### src/hdl/b64d_pkg.sv
// ----------------------------------------------------------------------------
// b64d_pkg
// Shared types, register indexes and the character classifier for the
// base64 decoder with position-keyed descrambling.
// ----------------------------------------------------------------------------
package b64d_pkg;

	localparam int BYTE_W   = 8;
	localparam int SEXTET_W = 6;
	localparam int GROUP_W  = 2;
	localparam int BUF_W    = 18;
	localparam int BURST    = 3;
	localparam int CNT_W    = 2;
	localparam int IDX_W    = 8;

	// Configuration register indexes.
	localparam logic [7:0] REG_KEY_OFFSET      = 8'd0;
	localparam logic [7:0] REG_SCRAMBLE_ENABLE = 8'd1;

	localparam logic [BYTE_W-1:0] KEY_OFFSET_RST = 8'd5;

	// Character constants.
	localparam logic [BYTE_W-1:0] CH_PLUS  = 8'h2B;
	localparam logic [BYTE_W-1:0] CH_SLASH = 8'h2F;
	localparam logic [BYTE_W-1:0] CH_PAD   = 8'h3D;
	localparam logic [BYTE_W-1:0] CH_UA    = 8'h41;
	localparam logic [BYTE_W-1:0] CH_UZ    = 8'h5A;
	localparam logic [BYTE_W-1:0] CH_LA    = 8'h61;
	localparam logic [BYTE_W-1:0] CH_LZ    = 8'h7A;
	localparam logic [BYTE_W-1:0] CH_D0    = 8'h30;
	localparam logic [BYTE_W-1:0] CH_D9    = 8'h39;
	localparam logic [BYTE_W-1:0] LOWER_BASE = 8'd26;
	localparam logic [BYTE_W-1:0] DIGIT_BASE = 8'd52;
	localparam logic [SEXTET_W-1:0] SX_PLUS  = 6'd62;
	localparam logic [SEXTET_W-1:0] SX_SLASH = 6'd63;

	typedef enum logic [1:0] {
		SYM_DATA,
		SYM_PAD,
		SYM_SKIP
	} sym_kind_t;

	typedef struct packed {
		sym_kind_t             kind;
		logic [SEXTET_W-1:0]   value;
	} sym_t;

	// A burst of decoded bytes produced by one character.
	typedef struct packed {
		logic [CNT_W-1:0]                 count;
		logic                             ended;
		logic [BURST-1:0][BYTE_W-1:0]     bytes;
	} burst_t;

	function automatic sym_t classify(input logic [BYTE_W-1:0] ch);
		sym_t        s;
		logic [7:0]  t;
		s.kind  = SYM_SKIP;
		s.value = '0;
		t       = '0;
		if (ch >= CH_UA && ch <= CH_UZ) begin
			t       = ch - CH_UA;
			s.kind  = SYM_DATA;
			s.value = t[SEXTET_W-1:0];
		end else if (ch >= CH_LA && ch <= CH_LZ) begin
			t       = ch - CH_LA + LOWER_BASE;
			s.kind  = SYM_DATA;
			s.value = t[SEXTET_W-1:0];
		end else if (ch >= CH_D0 && ch <= CH_D9) begin
			t       = ch - CH_D0 + DIGIT_BASE;
			s.kind  = SYM_DATA;
			s.value = t[SEXTET_W-1:0];
		end else if (ch == CH_PLUS) begin
			s.kind  = SYM_DATA;
			s.value = SX_PLUS;
		end else if (ch == CH_SLASH) begin
			s.kind  = SYM_DATA;
			s.value = SX_SLASH;
		end else if (ch == CH_PAD) begin
			s.kind  = SYM_PAD;
		end
		return s;
	endfunction

endpackage

### src/hdl/base64_decode_xor_descramble_top.sv
// ----------------------------------------------------------------------------
// base64_decode_xor_descramble_top
// Base64 decoder that descrambles each output byte with a position key.
// ----------------------------------------------------------------------------
// Usage:
// One character enters per request on the s_axis channel (tdata = char_code,
// tuser = string_start). Each character is classified and decoded in one
// registered pass; a character that completes a group or a pad that closes
// one produces a burst of one to three bytes, otherwise nothing.
// Bytes leave on m_axis one per request: tdata = out_byte, tlast marks the
// last byte of the burst caused by one character, tuser = string_ended.
// The first byte of a burst passes the burst register, then the serializer
// slots, before it is valid on m_axis.
// Throughput: one character per cycle. The serializer drains one byte per
// cycle, so a three-byte burst is out before the next group completes; the
// burst register plus the serializer slots decouple the two sides.
// When the receiver stalls, the serializer holds its bytes, the burst
// register fills, and s_axis_tready drops until a burst moves on.
// Configuration writes (cfg_valid/cfg_ready, always ready) set key_offset
// (index 0) and scramble_enable (index 1); the user makes them only while
// idle; the block does not enforce it. Reset clears the decode state, the
// byte index and both queues, and loads key_offset = 5, scramble_enable = 1.
// ----------------------------------------------------------------------------
module base64_decode_xor_descramble_top import b64d_pkg::*; (
	input  logic         clk,
	input  logic         arst_n,
	// input characters
	input  logic         s_axis_tvalid,
	output logic         s_axis_tready,
	input  logic [7:0]   s_axis_tdata,   // [7:0] char_code
	input  logic         s_axis_tuser,   // [0] string_start
	// decoded bytes
	output logic         m_axis_tvalid,
	input  logic         m_axis_tready,
	output logic [7:0]   m_axis_tdata,   // [7:0] out_byte
	output logic         m_axis_tlast,   // run_last
	output logic         m_axis_tuser,   // [0] string_ended
	// configuration writes
	input  logic         cfg_valid,
	output logic         cfg_ready,
	input  logic [7:0]   cfg_index,
	input  logic [7:0]   cfg_data
);

	logic [BYTE_W-1:0] key_offset_q;
	logic              scramble_enable_q;
	logic              in_take;
	logic              burst_valid;
	logic              burst_taken;
	burst_t            burst;

	// The configuration port never stalls.
	assign cfg_ready = 1'b1;

	always_ff @(posedge clk or negedge arst_n) begin
		if (!arst_n) begin
			key_offset_q      <= KEY_OFFSET_RST;
			scramble_enable_q <= 1'b1;
		end else if (cfg_valid) begin
			if (cfg_index == REG_KEY_OFFSET) begin
				key_offset_q <= cfg_data;
			end else if (cfg_index == REG_SCRAMBLE_ENABLE) begin
				scramble_enable_q <= cfg_data[0];
			end
		end
	end

	// A new character is taken when the burst register is empty or its
	// burst moves into the serializer in this cycle.
	assign s_axis_tready = !burst_valid || burst_taken;
	assign in_take       = s_axis_tvalid && s_axis_tready;

	b64d_core u_core (
		.clk             (clk),
		.arst_n          (arst_n),
		.in_take         (in_take),
		.char_code       (s_axis_tdata),
		.string_start    (s_axis_tuser),
		.key_offset      (key_offset_q),
		.scramble_enable (scramble_enable_q),
		.burst_taken     (burst_taken),
		.burst_valid     (burst_valid),
		.burst           (burst)
	);

	b64d_ser u_ser (
		.clk           (clk),
		.arst_n        (arst_n),
		.burst_valid   (burst_valid),
		.burst         (burst),
		.burst_taken   (burst_taken),
		.m_axis_tvalid (m_axis_tvalid),
		.m_axis_tready (m_axis_tready),
		.m_axis_tdata  (m_axis_tdata),
		.m_axis_tlast  (m_axis_tlast),
		.m_axis_tuser  (m_axis_tuser)
	);

	// A held burst always carries at least one byte.
	a_burst_nonempty: assert property (@(posedge clk) disable iff (!arst_n)
		burst_valid |-> burst.count != '0)
		else $error("burst register holds an empty burst");

	// A byte that is not the last of its burst is followed by another.
	a_burst_continues: assert property (@(posedge clk) disable iff (!arst_n)
		(m_axis_tvalid && m_axis_tready && !m_axis_tlast) |=> m_axis_tvalid)
		else $error("burst ended without tlast");

	// After the last byte leaves with nothing queued, the output goes idle.
	a_drain_idle: assert property (@(posedge clk) disable iff (!arst_n)
		(m_axis_tvalid && m_axis_tready && m_axis_tlast && !burst_valid) |=> !m_axis_tvalid)
		else $error("output valid with no burst loaded");

endmodule

### src/hdl/b64d_core.sv
// ----------------------------------------------------------------------------
// b64d_core
// Decode state and the single-pass decode of one character into a burst
// of up to three descrambled bytes, held in a burst register.
// ----------------------------------------------------------------------------
module b64d_core import b64d_pkg::*; (
	input  logic                 clk,
	input  logic                 arst_n,
	input  logic                 in_take,
	input  logic [BYTE_W-1:0]    char_code,
	input  logic                 string_start,
	input  logic [BYTE_W-1:0]    key_offset,
	input  logic                 scramble_enable,
	input  logic                 burst_taken,
	output logic                 burst_valid,
	output burst_t               burst
);

	logic [BUF_W-1:0]   buf_q;
	logic [GROUP_W-1:0] grp_q;
	logic [IDX_W-1:0]   idx_q;
	logic               ended_q;

	logic [BUF_W-1:0]   buf_e,   buf_n;
	logic [GROUP_W-1:0] grp_e,   grp_n;
	logic [IDX_W-1:0]   idx_e,   idx_n;
	logic               ended_e, ended_n;

	sym_t                          sym;
	logic [BUF_W+SEXTET_W-1:0]     full;
	logic [BURST-1:0][BYTE_W-1:0]  raw;
	logic [CNT_W-1:0]              cnt;
	logic                          pad_hit;
	logic [IDX_W-1:0]              key_base;
	burst_t                        res;

	logic   valid_s1;
	burst_t burst_s1;

	always_comb begin
		buf_e   = string_start ? '0 : buf_q;
		grp_e   = string_start ? '0 : grp_q;
		idx_e   = string_start ? '0 : idx_q;
		ended_e = string_start ? 1'b0 : ended_q;
		sym     = classify(char_code);
		full    = {buf_e, sym.value};
		buf_n   = buf_e;
		grp_n   = grp_e;
		ended_n = ended_e;
		raw     = '0;
		cnt     = '0;
		pad_hit = 1'b0;
		priority if (ended_e || sym.kind == SYM_SKIP) begin
			// nothing happens beyond the optional clear
		end else if (sym.kind == SYM_PAD) begin
			pad_hit = 1'b1;
			ended_n = 1'b1;
			buf_n   = '0;
			grp_n   = '0;
			if (grp_e == 2'd2) begin
				raw[0] = buf_e[11:4];
				cnt    = 2'd1;
			end else if (grp_e == 2'd3) begin
				raw[0] = buf_e[17:10];
				raw[1] = buf_e[9:2];
				cnt    = 2'd2;
			end
		end else if (grp_e == 2'd3) begin
			raw[0] = full[23:16];
			raw[1] = full[15:8];
			raw[2] = full[7:0];
			cnt    = 2'd3;
			buf_n  = '0;
			grp_n  = '0;
		end else begin
			buf_n = full[BUF_W-1:0];
			grp_n = grp_e + 2'd1;
		end

		key_base  = idx_e + key_offset;
		res.count = cnt;
		res.ended = pad_hit;
		for (int k = 0; k < BURST; k++) begin
			res.bytes[k] = raw[k] ^ ({BYTE_W{scramble_enable}} & (key_base + IDX_W'(k)));
		end
		idx_n = idx_e + IDX_W'(cnt);
	end

	always_ff @(posedge clk or negedge arst_n) begin
		if (!arst_n) begin
			buf_q    <= '0;
			grp_q    <= '0;
			idx_q    <= '0;
			ended_q  <= 1'b0;
			valid_s1 <= 1'b0;
		end else begin
			if (in_take) begin
				buf_q    <= buf_n;
				grp_q    <= grp_n;
				idx_q    <= idx_n;
				ended_q  <= ended_n;
				valid_s1 <= (cnt != '0);
			end else if (burst_taken) begin
				valid_s1 <= 1'b0;
			end
		end
	end

	always_ff @(posedge clk) begin
		if (in_take) begin
			burst_s1 <= res;
		end
	end

	assign burst_valid = valid_s1;
	assign burst       = burst_s1;

endmodule

### src/hdl/b64d_ser.sv
// ----------------------------------------------------------------------------
// b64d_ser
// Output serializer: loads a burst into three slots and shifts one byte
// per accepted output request.
// ----------------------------------------------------------------------------
module b64d_ser import b64d_pkg::*; (
	input  logic                 clk,
	input  logic                 arst_n,
	input  logic                 burst_valid,
	input  burst_t               burst,
	output logic                 burst_taken,
	output logic                 m_axis_tvalid,
	input  logic                 m_axis_tready,
	output logic [BYTE_W-1:0]    m_axis_tdata,
	output logic                 m_axis_tlast,
	output logic                 m_axis_tuser
);

	logic [CNT_W-1:0]              cnt_q;
	logic                          ended_q;
	logic [BURST-1:0][BYTE_W-1:0]  slot_q;
	logic                          pop;

	assign pop         = m_axis_tvalid && m_axis_tready;
	assign burst_taken = burst_valid && (cnt_q == '0 || (cnt_q == 2'd1 && pop));

	always_ff @(posedge clk or negedge arst_n) begin
		if (!arst_n) begin
			cnt_q <= '0;
		end else if (burst_taken) begin
			cnt_q <= burst.count;
		end else if (pop) begin
			cnt_q <= cnt_q - 2'd1;
		end
	end

	always_ff @(posedge clk) begin
		if (burst_taken) begin
			slot_q  <= burst.bytes;
			ended_q <= burst.ended;
		end else if (pop) begin
			slot_q[0] <= slot_q[1];
			slot_q[1] <= slot_q[2];
		end
	end

	assign m_axis_tvalid = (cnt_q != '0);
	assign m_axis_tdata  = slot_q[0];
	assign m_axis_tlast  = (cnt_q == 2'd1);
	assign m_axis_tuser  = ended_q;

endmodule
### config.mk
export PLATFORM = sky130hd
export DESIGN_NAME = base64_decode_xor_descramble_top
export DESIGN_NICKNAME = d
export VERILOG_FILES = /design/src/hdl/b64d_pkg.sv /design/src/hdl/base64_decode_xor_descramble_top.sv /design/src/hdl/b64d_core.sv /design/src/hdl/b64d_ser.sv
export SDC_FILE = /design/constraint.sdc
export NUM_CORES = 1
export LEC_CHECK = 0
export BUFFER_PORTS_ARGS = -buffer_cell sky130_fd_sc_hd__buf_2
export CAP_MARGIN = 10
export CORE_MARGIN = 2
export CORE_UTILIZATION = 30
export CTS_CLUSTER_SIZE = 30
export DETAILED_ROUTE_END_ITERATION = 7
export SYNTH_ARGS = -nofsm -noshare
export SYNTH_HDL_FRONTEND = slang
export SYNTH_SLANG_ARGS = --single-unit
### constraint.sdc
create_clock -name clk -period 5 [get_ports clk]
set_input_delay 0.75 -clock clk [delete_from_list [all_inputs] [get_ports clk]]
set_output_delay 0.75 -clock clk [all_outputs]
set_load 0.01 [all_outputs]
==> flow_summary.json <==
{
  "combPwrFrac": 0.135,
  "dp_cells": 768,
  "cap_violations": 0,
  "vias": 3969,
  "status": "completed",
  "post_cts_resized": 0,
  "ys_ff_latch": 93,
  "fin_crit_ns": 3.72,
  "worstMarginPinSlew_ns": 0.944,
  "drc": 0,
  "ctsRootBufferMaster": "clkbuf_16",
  "p_int_w": 0.00131,
  "grt.total_usage": 0.127,
  "fin_crit_sh": 0.744,
  "synth_cells": 520,
  "multi_input_area_um2": 2620,
  "io_pins": 43,
  "place_congestion": 0.881,
  "synth_warnings": 0,
  "grt_overflow": 0,
  "core_um2": 17800,
  "drt_iter0_markers": 308,
  "p_total_w": 0.00179,
  "seqPwrFrac": 0.501,
  "num_rows": 49,
  "fillCellCount": 1772,
  "port_buffers": 41,
  "ctsHtreeMaxLevel": 3,
  "tns_ns": 0,
  "setup.worst_path.end_class": "flip-flop",
  "synth_top_area_share": 0.288,
  "path_clk_slew_ns": 0.07,
  "setup_viol": 0,
  "critPathRequiredTime_ns": 5.26,
  "vdd_drop_max_mv": 0.151,
  "start_util": 0.304,
  "crit_fanout": 10,
  "async_flop_share": 0.441,
  "grt_pass1_vias": 3982,
  "grt_max_degree": 42,
  "finClkSkew_ns": 0.00513,
  "fin_hold_ws_ns": 0.418,
  "synth_area_um2": 5420,
  "antenna_found_initial": 0,
  "synth_fp_nets": 576,
  "cts_buffer_depth": 2,
  "power_switching_w": 0.000478,
  "nets": 606,
  "synth.avg_cell_area_um2": 10.4,
  "synth_area_leaders": "edfxtp_1 (29%), dfrtp_1 (18%), nand2_1 (6.9%)",
  "num_antenna_cells": 0,
  "clkPwrFrac": 0.364,
  "ctsHoldBuffers": 0,
  "critPathKind": "input pin to flip-flop",
  "critPathLaunchType": "input pin",
  "yosysMostFrequentCell": "nand2_1",
  "dp_hpwl_mm": 8.85,
  "cts_buffers": 9,
  "wl_mm": 11.9,
  "rsz0062_at_grt": "no",
  "area_growth_syn_to_layout_pct": 11.8,
  "synth_edf_count": 52,
  "stdcell_count": 784,
  "synthTopCellsByCount": "nand2_1 (100), edfxtp_1 (52), dfrtp_1 (38), nor2_1 (28)",
  "regArea_um2": 2590,
  "fp.dieH_um": 138,
  "drtAntennaViolNets": 0,
  "grt_pass1_wl_mm": 20.0,
  "relSlewSlack": 0.370,
  "switching_share": 0.267,
  "postCtsSetupBuffers": 0,
  "hp-class": "flip-flop to flip-flop",
  "seq_area_frac_synth": 0.478,
  "synth_cell_types": 76,
  "hold_viol_final": 0,
  "wl_per_cell_um": 15.1,
  "p_per_area_nw_per_um2": 295,
  "report.final.slew_viol_count": 0,
  "dieArea_um2": 19200,
  "cp.arrival_ns": 3.98,
  "cts.sinks": 93,
  "ys.flop_type": "edfxtp_1",
  "fp.dieW_um": 138,
  "viasPerCell": 5.06,
  "dr.pass1.iters": 5,
  "drive_gt1_frac": 0.180,
  "clock.fmax_mhz": 269,
  "leakage_nw": 2.53,
  "cts_tree": "done",
  "insertion_delay_ns": 0.35,
  "synth_top_cell_by_area": "edfxtp_1"
}
logic make-up after synthesis:
family	share of synthesized area
AO/OA/AOI/OAI	0.129
XOR/XNOR	0.0711
adder cells (fa/ha/maj)	0.0614
buffers and inverters	0.0392
flip-flops	0.478
multiplexers	0.0282
other	0.000692
AND/OR/NAND/NOR	0.193
cell usage in the layout, fill, tap and decap left out, drive strengths merged, types with 9 or more instances in the layout:
cell type    n
edfxtp      52
o21ai       17
nand3        9
a21oi       24
nor2        29
clkbuf      10
nand2      100
inv         20
xor2        19
dfrtp       38
nor2b       15
buf         43
xnor2       25
ha          25
mux2        10
a22o        12
nor3        10
routing by layer:
| metal | global-route usage | share of wire | wire [um] |
|---|---|---|---|
| met3 | 0.0229 | 0.041 | 490 |
| met4 | 0.0494 | 0.022 | 255 |
| met2 | 0.219 | 0.50 | 5950 |
| met1 | 0.159 | 0.43 | 5150 |
| met5 | 0 | 0 | 0 |
sequential cells by signal, indices dropped and copies added (netlist names), 2 cells and up:
signal              count
u_core.burst           27
u_core.buf_q           18
u_ser.slot_q           16
key_offset_q            8
u_core.idx_q            8
u_ser.m_axis_tdata      8
u_core.grp_q            2
u_ser.cnt_q             2
path summary, 6_finish.rpt:
check                                      start                  to  slack, ns  cells after the start
worst max-delay path             s_axis_tdata[2]     u_core.idx_q[3]       1.28                     14
worst min-delay path            u_core.burst[22]    u_ser.slot_q[22]       0.42                      0
worst max register to register   u_core.idx_q[0]    u_core.burst[23]       1.98                      9
worst min register to register  u_core.burst[22]    u_ser.slot_q[22]       0.42                      0
max in group asynchronous                 arst_n    u_core.buf_q[12]       3.86                      1
min in group asynchronous                 arst_n  u_core.burst_valid       0.55                      1
metrics by stage:
stage | setup WS (ns) | cell area (um2) | util
final | 1.28 | 6060 | 0.340
after global routing | 0.956 | 6060 | 0.340
after CTS | 1.31 | 6060 | 0.340
after detailed placement | 0.949 | 5780 | 0.324
after global placement | 1.07 | 5780 | 0.324
after floorplan | 1.48 | 5420 | -
worst max-delay path: stages:
cell	delay, ns
buf_2	0.19
inv_1	0.15
ha_1	0.34
a21o_2	0.27
o311ai_4	0.11
nand4_4	0.19
o21ai_1	0.34
nand4_2	0.35
o21ai_0	0.22
ha_1	0.24
o211ai_1	0.10
o21ai_1	0.36
a31oi_1	0.14
a211oi_1	0.22
area by class of cell:
class / count / share of cell area
Multi-Input combinational cell: 386 / 0.432
Sequential cell: 93 / 0.427
Tap cell: 229 / 0.0473
Clock buffer: 10 / 0.0378
Timing Repair Buffer: 43 / 0.0363
Inverter: 17 / 0.0105
Clock inverter: 6 / 0.00887
power groups by stage:
stage | Combinational [W] | Sequential, W | Clock (W)
after floorplan | 0.000184 | 0.000904 | 0
after global placement | 0.000237 | 0.000911 | 0
after detailed placement | 0.000245 | 0.000913 | 0
after CTS | 0.000246 | 0.000897 | 0.000664
after global routing | 0.000273 | 0.000902 | 0.000698
final | 0.000242 | 0.000896 | 0.000650
Power figures use the tool's default switching activity.
